===== src/fdrc_pkg.sv =====
// ----------------------------------------------------------------------------
// fdrc_pkg
// types, constants and round functions of the data-dependent rotate cipher
// ----------------------------------------------------------------------------
`default_nettype none

package fdrc_pkg;

    localparam int ROUNDS_DEF = 16;
    localparam int KEY_WORDS  = 4;

    localparam int CFG_IDX_W = 3;

    localparam logic [CFG_IDX_W-1:0] CFG_KEY_LOW  = 3'd0;
    localparam logic [CFG_IDX_W-1:0] CFG_KEY_HIGH = 3'd1;
    localparam logic [CFG_IDX_W-1:0] CFG_ROT0     = 3'd2;
    localparam logic [CFG_IDX_W-1:0] CFG_ROT1     = 3'd3;
    localparam logic [CFG_IDX_W-1:0] CFG_ROT2     = 3'd4;
    localparam logic [CFG_IDX_W-1:0] CFG_ROT3     = 3'd5;

    localparam logic CMD_ENCRYPT = 1'b0;
    localparam logic CMD_DECRYPT = 1'b1;

    // words that stand in for missing key words
    localparam logic [31:0] FILL_WORDS [8] = '{
        32'd707106788, 32'd866025405, 32'd559116991, 32'd661437827,
        32'd357247820, 32'd120784366, 32'd587496123, 32'd154786201
    };

    typedef logic [3:0][4:0] rot_set_t;

    typedef enum logic [1:0] {
        ST_IDLE,
        ST_SCHED,
        ST_CRYPT,
        ST_WAIT
    } state_t;

    // bits 1, 3, 7, 15, 31, msb first
    function automatic logic [4:0] pick_bits(input logic [31:0] v);
        return {v[1], v[3], v[7], v[15], v[31]};
    endfunction

    function automatic logic [31:0] mix(input logic [31:0] left, input logic [31:0] key,
                                        input rot_set_t rot);
        logic [31:0] sum;
        logic [4:0]  a;
        logic [4:0]  b;
        logic [1:0]  sel;
        logic [63:0] dbl;
        sum    = left + key;
        a      = pick_bits(sum);
        b      = pick_bits(left);
        // an a of zero picks no bit of left and reads as zero
        sel[1] = (a != 5'd0) & left[a];
        sel[0] = sum[b];
        dbl    = {sum, sum} >> rot[sel];
        return dbl[31:0];
    endfunction

    function automatic logic [31:0] seed_word(input logic [2:0] j, input logic [63:0] klo,
                                              input logic [63:0] khi);
        logic [3:0][31:0] w;
        w = {khi, klo};
        if (int'(j) < KEY_WORDS) begin
            return w[j[1:0]];
        end else begin
            return FILL_WORDS[3'(int'(j) - KEY_WORDS)];
        end
    endfunction

endpackage

`default_nettype wire


===== src/feistel_datadep_rotate_cipher.sv =====
// ----------------------------------------------------------------------------
// feistel_datadep_rotate_cipher
// 64-bit feistel block cipher with data-dependent rotation and stored key schedule
// ----------------------------------------------------------------------------
// Items are taken one at a time, only in the idle state: the acceptance cycle
// issues the first round key read, then one shared round unit runs one round
// per cycle, fed from the round key ram, whose registered read port is
// addressed with the next round's key. The result lands in an output register,
// so a stalled result does not block the next item until its last round. After
// a write to a defined register the first item waits while the key schedule is
// rebuilt into the ram, one round key per cycle through the same round unit. A
// configuration write offered together with an item goes first.
`default_nettype none

module feistel_datadep_rotate_cipher #(
    parameter int ROUNDS = fdrc_pkg::ROUNDS_DEF
) (
    input  wire logic                           aclk,
    input  wire logic                           aresetn,
    // input items
    input  wire logic                           s_tvalid,
    output logic                                s_tready,
    input  wire logic [63:0]                    s_tdata,   // left_in[31:0], right_in[63:32]
    input  wire logic                           s_tuser,   // command
    // result items
    output logic                                m_tvalid,
    input  wire logic                           m_tready,
    output logic      [63:0]                    m_tdata,   // left_out[31:0], right_out[63:32]
    // configuration writes
    input  wire logic                           cfg_valid,
    output logic                                cfg_ready,
    input  wire logic [fdrc_pkg::CFG_IDX_W-1:0] cfg_index,
    input  wire logic [63:0]                    cfg_data
);

    localparam int AW = (ROUNDS > 1) ? $clog2(ROUNDS) : 1;
    localparam logic [AW-1:0] LAST_RND = AW'(ROUNDS - 1);

    fdrc_pkg::state_t   state_reg, state_next;
    logic               sched_valid_reg, sched_valid_next;
    logic               out_valid_reg, out_valid_next;

    logic [63:0]        key_low_reg, key_low_next;
    logic [63:0]        key_high_reg, key_high_next;
    fdrc_pkg::rot_set_t rot_reg, rot_next;
    logic [31:0]        left_reg, left_next;
    logic [31:0]        right_reg, right_next;
    logic               dec_reg, dec_next;
    logic [AW-1:0]      rnd_reg, rnd_next;
    logic [AW-1:0]      kaddr_reg, kaddr_next;
    logic [2:0]         mod_reg, mod_next;
    logic [31:0]        out_left_reg, out_left_next;
    logic [31:0]        out_right_reg, out_right_next;

    logic               ram_we;
    logic [AW-1:0]      ram_raddr;
    logic [31:0]        ram_rdata;

    logic               last_rnd;
    logic               tail_form;
    logic               dec_form;
    logic [31:0]        round_src;
    logic [31:0]        round_other;
    logic [31:0]        round_key;
    logic [31:0]        sched_key;
    logic [31:0]        round_f;
    logic [31:0]        res_left;
    logic [31:0]        res_right;
    logic [AW-1:0]      kaddr_step;
    logic [AW-1:0]      first_addr;
    logic               out_free;

    fdrc_ram #(
        .WIDTH (32),
        .DEPTH (ROUNDS)
    ) u_key_ram (
        .aclk    (aclk),
        .wr_en   (ram_we),
        .wr_addr (rnd_reg),
        .wr_data (round_f),
        .rd_addr (ram_raddr),
        .rd_data (ram_rdata)
    );

    // shared round unit
    always_comb begin
        last_rnd    = (rnd_reg == LAST_RND);
        // round without swap: last of encryption, first of decryption
        tail_form   = (state_reg == fdrc_pkg::ST_CRYPT) &&
                      (dec_reg ? (rnd_reg == '0) : last_rnd);
        dec_form    = (state_reg == fdrc_pkg::ST_CRYPT) && dec_reg && (rnd_reg != '0);
        round_src   = dec_form ? right_reg : left_reg;
        round_other = dec_form ? left_reg : right_reg;
        sched_key   = (32'(rnd_reg) + 32'd1) ^
                      fdrc_pkg::seed_word(3'(mod_reg + 3'd2), key_low_reg, key_high_reg);
        round_key   = (state_reg == fdrc_pkg::ST_SCHED) ? sched_key : ram_rdata;
        round_f     = fdrc_pkg::mix(round_src, round_key, rot_reg) ^ round_other;
        if (tail_form) begin
            res_left  = left_reg;
            res_right = round_f;
        end else if (dec_form) begin
            res_left  = right_reg;
            res_right = round_f;
        end else begin
            res_left  = round_f;
            res_right = left_reg;
        end
        kaddr_step = dec_reg ? (kaddr_reg - AW'(1)) : (kaddr_reg + AW'(1));
        first_addr = (s_tuser == fdrc_pkg::CMD_DECRYPT) ? LAST_RND : '0;
        ram_raddr  = (state_reg == fdrc_pkg::ST_IDLE) ? first_addr : kaddr_step;
    end

    always_comb begin
        state_next       = state_reg;
        sched_valid_next = sched_valid_reg;
        out_valid_next   = out_valid_reg;
        key_low_next     = key_low_reg;
        key_high_next    = key_high_reg;
        rot_next         = rot_reg;
        left_next        = left_reg;
        right_next       = right_reg;
        dec_next         = dec_reg;
        rnd_next         = rnd_reg;
        kaddr_next       = kaddr_reg;
        mod_next         = mod_reg;
        out_left_next    = out_left_reg;
        out_right_next   = out_right_reg;
        ram_we           = 1'b0;

        s_tready  = (state_reg == fdrc_pkg::ST_IDLE) && sched_valid_reg && !cfg_valid;
        cfg_ready = (state_reg == fdrc_pkg::ST_IDLE);
        out_free  = !out_valid_reg || m_tready;
        if (m_tready) begin
            out_valid_next = 1'b0;
        end

        unique case (state_reg)
            fdrc_pkg::ST_IDLE: begin
                if (cfg_valid) begin
                    sched_valid_next = 1'b0;
                    unique case (cfg_index)
                        fdrc_pkg::CFG_KEY_LOW:  key_low_next  = cfg_data;
                        fdrc_pkg::CFG_KEY_HIGH: key_high_next = cfg_data;
                        fdrc_pkg::CFG_ROT0:     rot_next[0]   = cfg_data[4:0];
                        fdrc_pkg::CFG_ROT1:     rot_next[1]   = cfg_data[4:0];
                        fdrc_pkg::CFG_ROT2:     rot_next[2]   = cfg_data[4:0];
                        fdrc_pkg::CFG_ROT3:     rot_next[3]   = cfg_data[4:0];
                        // unknown register: ignored, schedule validity unchanged
                        default:                sched_valid_next = sched_valid_reg;
                    endcase
                end
                if (s_tvalid && s_tready) begin
                    left_next  = s_tdata[31:0];
                    right_next = s_tdata[63:32];
                    dec_next   = (s_tuser == fdrc_pkg::CMD_DECRYPT);
                    rnd_next   = '0;
                    kaddr_next = first_addr;
                    state_next = fdrc_pkg::ST_CRYPT;
                end else if (s_tvalid && !sched_valid_reg && !cfg_valid) begin
                    left_next  = fdrc_pkg::seed_word(3'd0, key_low_reg, key_high_reg);
                    right_next = fdrc_pkg::seed_word(3'd1, key_low_reg, key_high_reg);
                    rnd_next   = '0;
                    mod_next   = 3'd1;
                    state_next = fdrc_pkg::ST_SCHED;
                end
            end
            fdrc_pkg::ST_SCHED: begin
                ram_we     = 1'b1;
                left_next  = res_left;
                right_next = res_right;
                if (last_rnd) begin
                    sched_valid_next = 1'b1;
                    state_next       = fdrc_pkg::ST_IDLE;
                end else begin
                    rnd_next = rnd_reg + AW'(1);
                    mod_next = (mod_reg == 3'd5) ? 3'd0 : (mod_reg + 3'd1);
                end
            end
            fdrc_pkg::ST_CRYPT: begin
                left_next  = res_left;
                right_next = res_right;
                if (last_rnd) begin
                    if (out_free) begin
                        out_valid_next = 1'b1;
                        out_left_next  = res_left;
                        out_right_next = res_right;
                        state_next     = fdrc_pkg::ST_IDLE;
                    end else begin
                        state_next = fdrc_pkg::ST_WAIT;
                    end
                end else begin
                    rnd_next   = rnd_reg + AW'(1);
                    kaddr_next = kaddr_step;
                end
            end
            fdrc_pkg::ST_WAIT: begin
                if (out_free) begin
                    out_valid_next = 1'b1;
                    out_left_next  = left_reg;
                    out_right_next = right_reg;
                    state_next     = fdrc_pkg::ST_IDLE;
                end
            end
            default: begin
                state_next = fdrc_pkg::ST_IDLE;
            end
        endcase
    end

    always_ff @(posedge aclk) begin
        if (!aresetn) begin
            state_reg       <= fdrc_pkg::ST_IDLE;
            sched_valid_reg <= 1'b0;
            out_valid_reg   <= 1'b0;
            key_low_reg     <= '0;
            key_high_reg    <= '0;
            rot_reg         <= '0;
        end else begin
            state_reg       <= state_next;
            sched_valid_reg <= sched_valid_next;
            out_valid_reg   <= out_valid_next;
            key_low_reg     <= key_low_next;
            key_high_reg    <= key_high_next;
            rot_reg         <= rot_next;
        end
    end

    always_ff @(posedge aclk) begin
        left_reg      <= left_next;
        right_reg     <= right_next;
        dec_reg       <= dec_next;
        rnd_reg       <= rnd_next;
        kaddr_reg     <= kaddr_next;
        mod_reg       <= mod_next;
        out_left_reg  <= out_left_next;
        out_right_reg <= out_right_next;
    end

    assign m_tvalid = out_valid_reg;
    assign m_tdata  = {out_right_reg, out_left_reg};

endmodule

`default_nettype wire


===== src/fdrc_ram.sv =====
// ----------------------------------------------------------------------------
// fdrc_ram
// generic single-write, single-read ram with registered read data
// ----------------------------------------------------------------------------
`default_nettype none

module fdrc_ram #(
    parameter int WIDTH = 32,
    parameter int DEPTH = 16,
    localparam int AW   = (DEPTH > 1) ? $clog2(DEPTH) : 1
) (
    input  wire logic             aclk,
    input  wire logic             wr_en,
    input  wire logic [AW-1:0]    wr_addr,
    input  wire logic [WIDTH-1:0] wr_data,
    input  wire logic [AW-1:0]    rd_addr,
    output logic      [WIDTH-1:0] rd_data
);

    logic [WIDTH-1:0] mem_reg [DEPTH];
    logic [WIDTH-1:0] rd_data_reg;

    always_ff @(posedge aclk) begin
        if (wr_en) begin
            mem_reg[wr_addr] <= wr_data;
        end
        rd_data_reg <= mem_reg[rd_addr];
    end

    assign rd_data = rd_data_reg;

endmodule

`default_nettype wire


===== config.mk =====
export PLATFORM = sky130hd
export DESIGN_NAME = feistel_datadep_rotate_cipher
export DESIGN_NICKNAME = d
export VERILOG_FILES = /design/src/fdrc_pkg.sv /design/src/feistel_datadep_rotate_cipher.sv /design/src/fdrc_ram.sv
export SDC_FILE = /design/constraint.sdc
export NUM_CORES = 1
export LEC_CHECK = 0
export BUFFER_PORTS_ARGS = -buffer_cell sky130_fd_sc_hd__buf_2
export CAP_MARGIN = 15
export CORE_MARGIN = 3
export CORE_UTILIZATION = 40
export DETAILED_ROUTE_END_ITERATION = 10
export PLACE_DENSITY = 0.67
export SLEW_MARGIN = 20
export SYNTH_ARGS = -nofsm -noshare
export SYNTH_HDL_FRONTEND = slang
export SYNTH_SLANG_ARGS = --single-unit

===== constraint.sdc =====
create_clock -name aclk -period 9.82 [get_ports aclk]
set_clock_uncertainty 0.05 [all_clocks]
set_input_delay 0.982 -clock aclk [delete_from_list [all_inputs] [get_ports aclk]]
set_output_delay 0.982 -clock aclk [all_outputs]
set_load 0.05 [all_outputs]

==> results of run 1 <==
kinds of logic (layout without fill, tap and decap cells):
kind of cell	count (synthesis)	in the layout	synth area share, %
AND/OR/NAND/NOR	1238	1238	12.9
flip-flops	836	836	53.4
adder cells (fa/ha/maj)	51	51	1.50
multiplexers	419	419	14.0
XOR/XNOR	99	99	1.99
AO/OA/AOI/OAI	845	845	13.3
other	0	5	0
buffers and inverters	305	548	2.86
metal layers:
layer,GRT usage (%),vias up
met5,0,-
met4,16.3,12
met3,5.54,378
met2,41.9,1674
met1,36.5,16500
li1,-,14600
stage by stage:
step	cell area, um2	setup slack, ns
6_report	49400	0.595
3_3_place_gp	46600	0.916
5_1_grt	49400	0.249
3_5_place_dp	46600	0.775
2_1_floorplan	43500	1.50
4_1_cts	49400	0.740
layout make-up:
class / count / area [um2] / share of cell area, %
clock buffers: 108 / 2300 / 4.65
inverters: 53 / 200 / 0.405
multi-input cells: 2652 / 19300 / 39.0
clock inverters: 50 / 477 / 0.965
diodes: 5 / 12.5 / 0.0253
flip-flops and latches: 836 / 23300 / 47.1
repair buffers: 337 / 2110 / 4.28
well taps: 1403 / 1760 / 3.55
worst reg2reg max path, delay by kind of cell, from the launching register on:
| family | cells | cell delay, ns |
|---|---|---|
| buffers and inverters | 5 | 0.94 |
| adder cells (fa/ha/maj) | 3 | 0.94 |
| AO/OA/AOI/OAI | 10 | 2.99 |
| XOR/XNOR | 1 | 0.51 |
| multiplexers | 4 | 1.54 |
| flip-flops | 1 | 0.48 |
| AND/OR/NAND/NOR | 7 | 1.50 |
worst max path at each step:
stage,from,end,slack [ns]
floorplan,rnd_reg[0]$_SDFFCE_PP0P_,u_key_ram.mem_reg[0][2]$_DFFE_PP_,1.50
global placement,rnd_reg[0]$_SDFFCE_PP0P_,out_right_reg[14]$_DFFE_PP_,0.92
detailed placement,rnd_reg[0]$_SDFFCE_PP0P_,u_key_ram.mem_reg[12][17]$_DFFE_PP_,0.77
CTS,rnd_reg[0]$_SDFFCE_PP0P_,u_key_ram.mem_reg[12][17]$_DFFE_PP_,0.74
global route,rnd_reg[0]$_SDFFCE_PP0P_,right_reg[20]$_DFFE_PP_,0.25
finish,rnd_reg[0]$_SDFFCE_PP0P_,out_right_reg[21]$_DFFE_PP_,0.60
cells in the final DEF, fill, tap and decap left out, types with 20 or more instances in the layout:
master and instances:
sky130_fd_sc_hd__a211oi_1 48, sky130_fd_sc_hd__a21boi_0 129, sky130_fd_sc_hd__a21oi_1 191, sky130_fd_sc_hd__a31oi_1 20
sky130_fd_sc_hd__and2_1 20, sky130_fd_sc_hd__and3_1 34, sky130_fd_sc_hd__buf_2 202, sky130_fd_sc_hd__buf_4 128
sky130_fd_sc_hd__clkbuf_16 87, sky130_fd_sc_hd__dfxtp_1 184, sky130_fd_sc_hd__edfxtp_1 652, sky130_fd_sc_hd__ha_1 47
sky130_fd_sc_hd__inv_1 48, sky130_fd_sc_hd__mux2_2 68, sky130_fd_sc_hd__mux2i_1 192, sky130_fd_sc_hd__mux4_2 141
sky130_fd_sc_hd__nand2_1 690, sky130_fd_sc_hd__nand2b_1 36, sky130_fd_sc_hd__nand3_1 70, sky130_fd_sc_hd__nor2_1 164
sky130_fd_sc_hd__nor2b_1 60, sky130_fd_sc_hd__nor3_1 51, sky130_fd_sc_hd__o211ai_1 37, sky130_fd_sc_hd__o21ai_0 112
sky130_fd_sc_hd__o22ai_1 66, sky130_fd_sc_hd__o31ai_1 35, sky130_fd_sc_hd__xnor2_1 64, sky130_fd_sc_hd__xor2_1 34
==> impl_results.html, run 1 <==
<table>
<tr><th>Metric</th><th>Value</th></tr>
<tr><th colspan="2">Clocking</th></tr>
<tr><td>Root buffer cell</td><td>sky130_fd_sc_hd__clkbuf_16</td></tr>
<tr><td>Worst-Skew Late Latency</td><td>0.68 ns</td></tr>
<tr><td>Total clock sinks</td><td>836</td></tr>
<tr><td># H-tree levels</td><td>3</td></tr>
<tr><td>Inserted Clock Buffers</td><td>86</td></tr>
<tr><td>Number of gates given a new drive strength after cts</td><td>0</td></tr>
<tr><td>TritonCTS clock tree</td><td>yes</td></tr>
<tr><td>Number of buffers added to fix hold violations after cts</td><td>0</td></tr>
<tr><td>Clock slew at reported path FFs</td><td>0.06 ns</td></tr>
<tr><td>Setup repair bufs after CTS</td><td>0</td></tr>
<tr><td>Maximum clock insertion buffer count</td><td>3</td></tr>
<tr><th colspan="2">Layout</th></tr>
<tr><td>Area Growth Syn to Fin</td><td>13.5%</td></tr>
<tr><td>Ratio of cells with drive above 1 in the final layout</td><td>19.0%</td></tr>
<tr><td>Final cell count without fillers</td><td>5444</td></tr>
<tr><td>Filler Cells Inserted</td><td>9847</td></tr>
<tr><td>Utilization after layout</td><td>45.9%</td></tr>
<tr><td>Number of nets in the layout</td><td>4154</td></tr>
<tr><td>Flip-flop count of the largest register after layout</td><td>512</td></tr>
<tr><th colspan="2">Routing</th></tr>
<tr><td>Routed length on met3</td><td>14.5 mm</td></tr>
<tr><td>Met1 wire length</td><td>62.6 mm</td></tr>
<tr><td>Final routed DRC violation total</td><td>0</td></tr>
<tr><td>Amount of wire on met2 after detailed routing</td><td>69.9 mm</td></tr>
<tr><td>ANT nets after route</td><td>0</td></tr>
<tr><td>Detailed Route WL</td><td>158 mm</td></tr>
<tr><td>Post-DR vias/cell</td><td>6.09</td></tr>
<tr><td>Routed wire length per instance</td><td>29.1 um</td></tr>
<tr><td>Highest Signal Layer</td><td>met5</td></tr>
<tr><td>DR vias</td><td>33200</td></tr>
<tr><td>DRT Pass-1 Iters</td><td>6</td></tr>
<tr><td>Violation count after the first detailed-route iteration</td><td>4315</td></tr>
<tr><th colspan="2">Setup path</th></tr>
<tr><td>Count of buffer and inverter cells on the critical path</td><td>5</td></tr>
<tr><td>Worst r2r path cells</td><td>30</td></tr>
<tr><td>Maximum fanout along the worst path</td><td>54</td></tr>
<tr><td>Beginning of the worst register-to-register path</td><td>rnd_reg[0]$_SDFFCE_PP0P_</td></tr>
<tr><td>CP max-delay cell</td><td>sky130_fd_sc_hd__xor2_1</td></tr>
<tr><td>Class of the most critical setup path</td><td>reg -&gt; reg</td></tr>
<tr><td>Worst EP arrival</td><td>9.57 ns</td></tr>
<tr><td>Endpoint kind of the worst setup timing path</td><td>flop</td></tr>
<tr><td>Biggest cell delay along the critical path</td><td>0.51 ns</td></tr>
<tr><td>Capture instance of the worst register-to-register path</td><td>out_right_reg[21]$_DFFE_PP_</td></tr>
<tr><td>Crit path max-delay family</td><td>compound AO/OA/AOI/OAI gates</td></tr>
<tr><td>Required time at the endpoint of the critical path</td><td>10.16 ns</td></tr>
<tr><td>Setup slack, reg-to-reg</td><td>0.60 ns</td></tr>
<tr><td>Stages on worst setup path</td><td>30</td></tr>
<tr><td>Type of element launching the critical path</td><td>flop</td></tr>
<tr><th colspan="2">Logic synthesis</th></tr>
<tr><td>Main synth FF type</td><td>sky130_fd_sc_hd__edfxtp_1</td></tr>
<tr><td>Async set-or-reset flop fraction in the synthesized netlist</td><td>0%</td></tr>
<tr><td>Post-Synthesis Cell Area</td><td>43500 um2</td></tr>
<tr><td>Net count of the mapped netlist</td><td>3981</td></tr>
<tr><td>Number of warnings reported in the yosys synthesis log</td><td>0</td></tr>
<tr><td>Leading post-synthesis cells by instance count</td><td>sky130_fd_sc_hd__nand2_1, sky130_fd_sc_hd__edfxtp_1, sky130_fd_sc_hd__mux2i_1, sky130_fd_sc_hd__a21oi_1, sky130_fd_sc_hd__clkbuf_1</td></tr>
<tr><td>Avg Cell Area, Syn</td><td>11.5 um2</td></tr>
<tr><td>Dominant cell by count in the synthesized netlist</td><td>sky130_fd_sc_hd__nand2_1</td></tr>
<tr><td>Cell taking the most area after synthesis</td><td>sky130_fd_sc_hd__edfxtp_1</td></tr>
<tr><td>Post-synth EDFFs</td><td>652</td></tr>
<tr><td>Sequential cell area fraction in the yosys report</td><td>53.4%</td></tr>
<tr><td>Area share of the largest cell type after synthesis</td><td>45.0%</td></tr>
<tr><td>Post-synth cell types</td><td>103</td></tr>
<tr><td>Number of instances in the synthesized netlist</td><td>3793</td></tr>
<tr><td>Dominant cells by area after synthesis</td><td>sky130_fd_sc_hd__edfxtp_1, sky130_fd_sc_hd__dfxtp_1, sky130_fd_sc_hd__mux4_2, sky130_fd_sc_hd__nand2_1, sky130_fd_sc_hd__mux2i_1</td></tr>
<tr><td>Synthesized flop and latch total</td><td>836</td></tr>
<tr><th colspan="2">Floorplan</th></tr>
<tr><td>Floorplan die height</td><td>336 um</td></tr>
<tr><td>Floorplan die width</td><td>336 um</td></tr>
<tr><td>Die ar.</td><td>113000 um2</td></tr>
<tr><td>Initial cell density of the core</td><td>40.5%</td></tr>
<tr><td>Floorplan row count</td><td>120</td></tr>
<tr><td>Floorplan Core Area</td><td>108000 um2</td></tr>
<tr><td>Io pins</td><td>204</td></tr>
<tr><th colspan="2">Global route</th></tr>
<tr><td>Global-route wire length before repair</td><td>225 mm</td></tr>
<tr><td>Largest net degree at the start of global routing</td><td>129</td></tr>
<tr><td>GRT Overall Usage</td><td>27.5%</td></tr>
<tr><td>Number of global-route vias before repair</td><td>31400</td></tr>
<tr><td>Antenna violations before repair</td><td>11</td></tr>
<tr><td>Remaining global-route overflow</td><td>0</td></tr>
<tr><th colspan="2">Timing</th></tr>
<tr><td>Measured slew at the worst slew-check pin</td><td>1.16 ns</td></tr>
<tr><td>Hold Violations, Final</td><td>0</td></tr>
<tr><td>Setup TNS</td><td>0 ns</td></tr>
<tr><td>Relative max-transition margin</td><td>21.9%</td></tr>
<tr><td>Unrepaired setup endpoints after global routing</td><td>false</td></tr>
<tr><td>Max Clock Freq</td><td>108 MHz</td></tr>
<tr><td>Final hold slack</td><td>0.412 ns</td></tr>
<tr><td>Portion of the clock cycle consumed by the worst path in the final layout</td><td>93.9%</td></tr>
<tr><td>Final setup violating endpoints</td><td>0</td></tr>
<tr><td>Period minus WS final</td><td>9.22 ns</td></tr>
<tr><td>Final slew viol count</td><td>0</td></tr>
<tr><th colspan="2">Place</th></tr>
<tr><td>Inst Count DP</td><td>5281</td></tr>
<tr><td>Final HPWL DP</td><td>112 mm</td></tr>
<tr><td>Input/output buffers</td><td>203</td></tr>
<tr><td>Gp weighted congestion</td><td>1.05</td></tr>
<tr><th colspan="2">Hold path</th></tr>
<tr><td>Sink of the worst hold path</td><td>key_high_reg[22]$_SDFFE_PN0P_</td></tr>
<tr><td>Hold_sp</td><td>key_high_reg[22]$_SDFFE_PN0P_</td></tr>
<tr><td>Min-delay worst type</td><td>reg -&gt; reg</td></tr>
<tr><td>Hold path depth</td><td>2</td></tr>
<tr><th colspan="2">Run status</th></tr>
<tr><td>Result of the run</td><td>complete, no violations</td></tr>
<tr><th colspan="2">Run</th></tr>
<tr><td>MaxCap Viol Count</td><td>0</td></tr>
</table>
Power of run 1 is left out: the tool's default activity adds up to more than one toggle a clock period on the data nets, which glitch-free logic cannot reach.
==> run 2: changes to the inputs <==
--- a/config.mk
+++ b/config.mk
@@ -5,12 +5,12 @@
 export SDC_FILE = /design/constraint.sdc
 export NUM_CORES = 1
 export LEC_CHECK = 0
+export ABC_AREA = 1
 export BUFFER_PORTS_ARGS = -buffer_cell sky130_fd_sc_hd__buf_2
 export CAP_MARGIN = 15
-export CORE_MARGIN = 3
+export CORE_MARGIN = 2
 export CORE_UTILIZATION = 40
 export DETAILED_ROUTE_END_ITERATION = 10
-export PLACE_DENSITY = 0.67
 export SLEW_MARGIN = 20
 export SYNTH_ARGS = -nofsm -noshare
 export SYNTH_HDL_FRONTEND = slang
==> run 2 against run 1 <==
Compared with the run above: synthesized cell count rose by 34%; worst setup slack improved by 0.63 ns; final cell count rose by 22%; final area fell by 0.23%; maximum frequency rose by 7.4%; die area fell by 0.69%; utilization fell by 0.61 points; non-clock buffer count fell by 20; sequential share of layout area rose by 0.11 points.
==> impl_results.html, run 2 <==
<table>
<tr><th>Metric</th><th>Value</th></tr>
<tr><th colspan="2">Run status</th></tr>
<tr><td>Result of the run</td><td>complete, no violations (unchanged)</td></tr>
<tr><th colspan="2">Global route</th></tr>
<tr><td>Antenna violations before repair</td><td>12 (was 11)</td></tr>
<tr><td>Global-route wire length before repair</td><td>248 mm (was 225 mm)</td></tr>
<tr><td>Largest net degree at the start of global routing</td><td>195 (was 129)</td></tr>
<tr><td>GRT Overall Usage</td><td>30.4% (was 27.5%)</td></tr>
<tr><td>Number of global-route vias before repair</td><td>35700 (was 31400)</td></tr>
<tr><td>Remaining global-route overflow</td><td>0 (unchanged)</td></tr>
<tr><th colspan="2">Routing</th></tr>
<tr><td>DRT Pass-1 Iters</td><td>7 (was 6)</td></tr>
<tr><td>ANT nets after route</td><td>0 (unchanged)</td></tr>
<tr><td>Routed wire length per instance</td><td>26.2 um (was 29.1 um)</td></tr>
<tr><td>Final routed DRC violation total</td><td>0 (unchanged)</td></tr>
<tr><td>Detailed Route WL</td><td>174 mm (was 158 mm)</td></tr>
<tr><td>DR vias</td><td>39100 (was 33200)</td></tr>
<tr><td>Post-DR vias/cell</td><td>5.87 (was 6.09)</td></tr>
<tr><td>Violation count after the first detailed-route iteration</td><td>5299 (was 4315)</td></tr>
<tr><th colspan="2">Logic synthesis</th></tr>
<tr><td>Leading post-synthesis cells by instance count</td><td>sky130_fd_sc_hd__nand2_1, sky130_fd_sc_hd__nand3_1, sky130_fd_sc_hd__edfxtp_1, sky130_fd_sc_hd__nor2_1, sky130_fd_sc_hd__o21ai_0 (was sky130_fd_sc_hd__nand2_1, sky130_fd_sc_hd__edfxtp_1, sky130_fd_sc_hd__mux2i_1, sky130_fd_sc_hd__a21oi_1, sky130_fd_sc_hd__clkbuf_1)</td></tr>
<tr><td>Dominant cells by area after synthesis</td><td>sky130_fd_sc_hd__edfxtp_1, sky130_fd_sc_hd__nand3_1, sky130_fd_sc_hd__dfxtp_1, sky130_fd_sc_hd__nand2_1, sky130_fd_sc_hd__o21ai_0 (was sky130_fd_sc_hd__edfxtp_1, sky130_fd_sc_hd__dfxtp_1, sky130_fd_sc_hd__mux4_2, sky130_fd_sc_hd__nand2_1, sky130_fd_sc_hd__mux2i_1)</td></tr>
<tr><td>Cell taking the most area after synthesis</td><td>sky130_fd_sc_hd__edfxtp_1 (unchanged)</td></tr>
<tr><td>Area share of the largest cell type after synthesis</td><td>44.8% (was 45.0%)</td></tr>
<tr><td>Post-synth cell types</td><td>54 (was 103)</td></tr>
<tr><td>Sequential cell area fraction in the yosys report</td><td>53.2% (was 53.4%)</td></tr>
<tr><td>Main synth FF type</td><td>sky130_fd_sc_hd__edfxtp_1 (unchanged)</td></tr>
<tr><td>Async set-or-reset flop fraction in the synthesized netlist</td><td>0% (unchanged)</td></tr>
<tr><td>Net count of the mapped netlist</td><td>5268 (was 3981)</td></tr>
<tr><td>Number of instances in the synthesized netlist</td><td>5080 (was 3793)</td></tr>
<tr><td>Number of warnings reported in the yosys synthesis log</td><td>0 (unchanged)</td></tr>
<tr><td>Post-synth EDFFs</td><td>652 (unchanged)</td></tr>
<tr><td>Post-Synthesis Cell Area</td><td>43700 um2 (was 43500 um2)</td></tr>
<tr><td>Avg Cell Area, Syn</td><td>8.61 um2 (was 11.5 um2)</td></tr>
<tr><td>Synthesized flop and latch total</td><td>836 (unchanged)</td></tr>
<tr><td>Dominant cell by count in the synthesized netlist</td><td>sky130_fd_sc_hd__nand2_1 (unchanged)</td></tr>
<tr><th colspan="2">Timing</th></tr>
<tr><td>Unrepaired setup endpoints after global routing</td><td>false (unchanged)</td></tr>
<tr><td>Hold Violations, Final</td><td>0 (unchanged)</td></tr>
<tr><td>Final slew viol count</td><td>0 (unchanged)</td></tr>
<tr><td>Setup TNS</td><td>0 ns (unchanged)</td></tr>
<tr><td>Worst setup slack after layout</td><td>1.23 ns (was 0.595 ns)</td></tr>
<tr><td>Measured slew at the worst slew-check pin</td><td>1.18 ns (was 1.16 ns)</td></tr>
<tr><td>Max Clock Freq</td><td>116 MHz (was 108 MHz)</td></tr>
<tr><td>Portion of the clock cycle consumed by the worst path in the final layout</td><td>87.5% (was 93.9%)</td></tr>
<tr><td>Relative max-transition margin</td><td>20.4% (was 21.9%)</td></tr>
<tr><td>Period minus WS final</td><td>8.59 ns (was 9.22 ns)</td></tr>
<tr><td>Final setup violating endpoints</td><td>0 (unchanged)</td></tr>
<tr><th colspan="2">Setup path</th></tr>
<tr><td>Endpoint kind of the worst setup timing path</td><td>flop (unchanged)</td></tr>
<tr><td>Biggest cell delay along the critical path</td><td>0.64 ns (was 0.51 ns)</td></tr>
<tr><td>Maximum fanout along the worst path</td><td>39 (was 54)</td></tr>
<tr><td>Class of the most critical setup path</td><td>reg -&gt; reg (unchanged)</td></tr>
<tr><td>Type of element launching the critical path</td><td>flop (unchanged)</td></tr>
<tr><td>Cell seen most often among critical-path stages</td><td>sky130_fd_sc_hd__nand2_1</td></tr>
<tr><td>CP max-delay cell</td><td>sky130_fd_sc_hd__nor2_2 (was sky130_fd_sc_hd__xor2_1)</td></tr>
<tr><td>Worst EP arrival</td><td>9.07 ns (was 9.57 ns)</td></tr>
<tr><td>Required time at the endpoint of the critical path</td><td>10.30 ns (was 10.16 ns)</td></tr>
<tr><th colspan="2">Place</th></tr>
<tr><td>Pre-CTS WS</td><td>1.51 ns (was 0.775 ns)</td></tr>
<tr><td>Gp weighted congestion</td><td>1.02 (was 1.05)</td></tr>
<tr><td>Final HPWL DP</td><td>120 mm (was 112 mm)</td></tr>
<tr><td>Input/output buffers</td><td>203 (unchanged)</td></tr>
<tr><td>Cell area reported after detailed placement</td><td>46200 um2 (was 46600 um2)</td></tr>
<tr><td>Inst Count DP</td><td>6491 (was 5281)</td></tr>
<tr><th colspan="2">Layout</th></tr>
<tr><td>Cell area after layout</td><td>49300 um2 (was 49400 um2)</td></tr>
<tr><td>Number of nets in the layout</td><td>5356 (was 4154)</td></tr>
<tr><td>Ratio of cells with drive above 1 in the final layout</td><td>10.8% (was 19.0%)</td></tr>
<tr><td>Filler Cells Inserted</td><td>10400 (was 9847)</td></tr>
<tr><td>Area of combinational cells with multiple inputs</td><td>17800 um2 (was 19300 um2)</td></tr>
<tr><td>Area Growth Syn to Fin</td><td>12.6% (was 13.5%)</td></tr>
<tr><td>Flip-flop count of the largest register after layout</td><td>512 (unchanged)</td></tr>
<tr><td>Area taken by flip-flops and latches</td><td>23300 um2 (unchanged)</td></tr>
<tr><td>Most common cell after layout, fill and taps aside</td><td>sky130_fd_sc_hd__nand2_1 (unchanged)</td></tr>
<tr><td>Most frequent cells in the layout</td><td>sky130_fd_sc_hd__nand2_1, sky130_fd_sc_hd__nand3_1, sky130_fd_sc_hd__edfxtp_1 (was sky130_fd_sc_hd__nand2_1, sky130_fd_sc_hd__edfxtp_1, sky130_fd_sc_hd__buf_2)</td></tr>
<tr><td>Final cell count without fillers</td><td>6665 (was 5444)</td></tr>
<tr><th colspan="2">Floorplan</th></tr>
<tr><td>Floorplan row count</td><td>121 (was 120)</td></tr>
<tr><td>Floorplan die width</td><td>335 um (was 336 um)</td></tr>
<tr><td>Floorplan Core Area</td><td>109000 um2 (was 108000 um2)</td></tr>
<tr><td>Floorplan die height</td><td>335 um (was 336 um)</td></tr>
<tr><td>Die ar.</td><td>112000 um2 (was 113000 um2)</td></tr>
<tr><td>Initial cell density of the core</td><td>40.2% (was 40.5%)</td></tr>
<tr><td>Io pins</td><td>204 (unchanged)</td></tr>
<tr><th colspan="2">Clocking</th></tr>
<tr><td>TritonCTS clock tree</td><td>yes (unchanged)</td></tr>
<tr><td>Number of gates given a new drive strength after cts</td><td>0 (unchanged)</td></tr>
<tr><td>Worst-Skew Late Latency</td><td>0.70 ns (was 0.68 ns)</td></tr>
<tr><td>Root buffer cell</td><td>sky130_fd_sc_hd__clkbuf_16 (unchanged)</td></tr>
<tr><td>Maximum clock insertion buffer count</td><td>3 (unchanged)</td></tr>
<tr><td># H-tree levels</td><td>3 (unchanged)</td></tr>
<tr><td>Total clock sinks</td><td>836 (unchanged)</td></tr>
<tr><td>Clock slew at reported path FFs</td><td>0.06 ns (about the same)</td></tr>
<tr><td>Setup repair bufs after CTS</td><td>0 (unchanged)</td></tr>
<tr><td>Inserted Clock Buffers</td><td>89 (was 86)</td></tr>
<tr><td>Number of buffers added to fix hold violations after cts</td><td>0 (unchanged)</td></tr>
<tr><th colspan="2">Run</th></tr>
<tr><td>MaxCap Viol Count</td><td>0 (unchanged)</td></tr>
<tr><th colspan="2">Hold path</th></tr>
<tr><td>Min-delay worst type</td><td>reg -&gt; reg (unchanged)</td></tr>
</table>
==> run 2: changes by cell type in the layout (fill, tap and decap cells not counted), moves of 68 or more <==
cell | previous run | this run
sky130_fd_sc_hd__nand3_1 | 70 | 847
sky130_fd_sc_hd__nor2_1 | 164 | 620
sky130_fd_sc_hd__o21ai_0 | 112 | 481
sky130_fd_sc_hd__inv_1 | 48 | 366
sky130_fd_sc_hd__nand2_1 | 690 | 906
sky130_fd_sc_hd__mux4_2 | 141 | 0
sky130_fd_sc_hd__a21boi_0 | 129 | 0
sky130_fd_sc_hd__mux2i_1 | 192 | 64
sky130_fd_sc_hd__o221ai_1 | 4 | 91
sky130_fd_sc_hd__mux2_2 | 68 | 0
==> run 2: through the flow <==
stage / hold slack, ns / utilization (%)
2_1_floorplan: 0.379 / -
3_3_place_gp: 0.389 / 42.5
3_5_place_dp: 0.396 / 42.5
4_1_cts: 0.405 / 45.3
5_1_grt: 0.441 / 45.3
6_report: 0.401 / 45.3
==> run 2: routing by layer <==
layer / global-route usage, % / up-vias / wire [um]
met5: 0 / - / 0
met1: 42.6 / 18800 / 73500
met4: 15.4 / 0 / 9790
met3: 5.01 / 331 / 16200
li1: - / 17800 / -
met2: 45.5 / 2105 / 74900
==> run 2: path summary, 6_finish.rpt <==
path                                       from                             to  slack [ns]  cells past startpoint
setup reg to reg       mod_reg[1]$_SDFFCE_PP0P_     out_left_reg[19]$_DFFE_PP_        1.23                     40
hold / removal    key_high_reg[63]$_SDFFE_PN0P_  key_high_reg[63]$_SDFFE_PN0P_        0.40                      2
setup / recovery       mod_reg[1]$_SDFFCE_PP0P_     out_left_reg[19]$_DFFE_PP_        1.23                     40
hold reg to reg   key_high_reg[63]$_SDFFE_PN0P_  key_high_reg[63]$_SDFFE_PN0P_        0.40                      2
==> run 2: cells by family (layout without fill, tap and decap cells) <==
group / count (synthesis) / count (layout) / synth area share [%]
and+or+nand+nor: 2488 / 2488 / 24.4
buffers and inverters: 701 / 865 / 6.60
xor gates and xnor gates: 21 / 21 / 0.420
DFF: 836 / 836 / 53.2
AOI/OAI and AO/OA: 919 / 919 / 12.5
other: 0 / 7 / 0
muxes: 64 / 64 / 1.46
adders and majority gates: 51 / 51 / 1.49
==> run 2: layout make-up <==
type / instances / area share, %
flip-flops and latches: 836 / 47.2
clock inverters: 47 / 1.03
clock buffers: 120 / 5.07
diodes: 7 / 0.0356
repair buffers: 317 / 3.96
inverters: 381 / 2.92
multi-input cells: 3543 / 36.2
well taps: 1414 / 3.59
==> run 2: critical path, delay by kind of cell, from the launching register on <==
family          cells  cell delay (ns)
flops               1             0.48
simple gates       32             5.18
buf+inv             3             0.97
fa+ha+maj           2             0.82
compound gates      3             0.86
Power of run 2 is left out for the same reason.
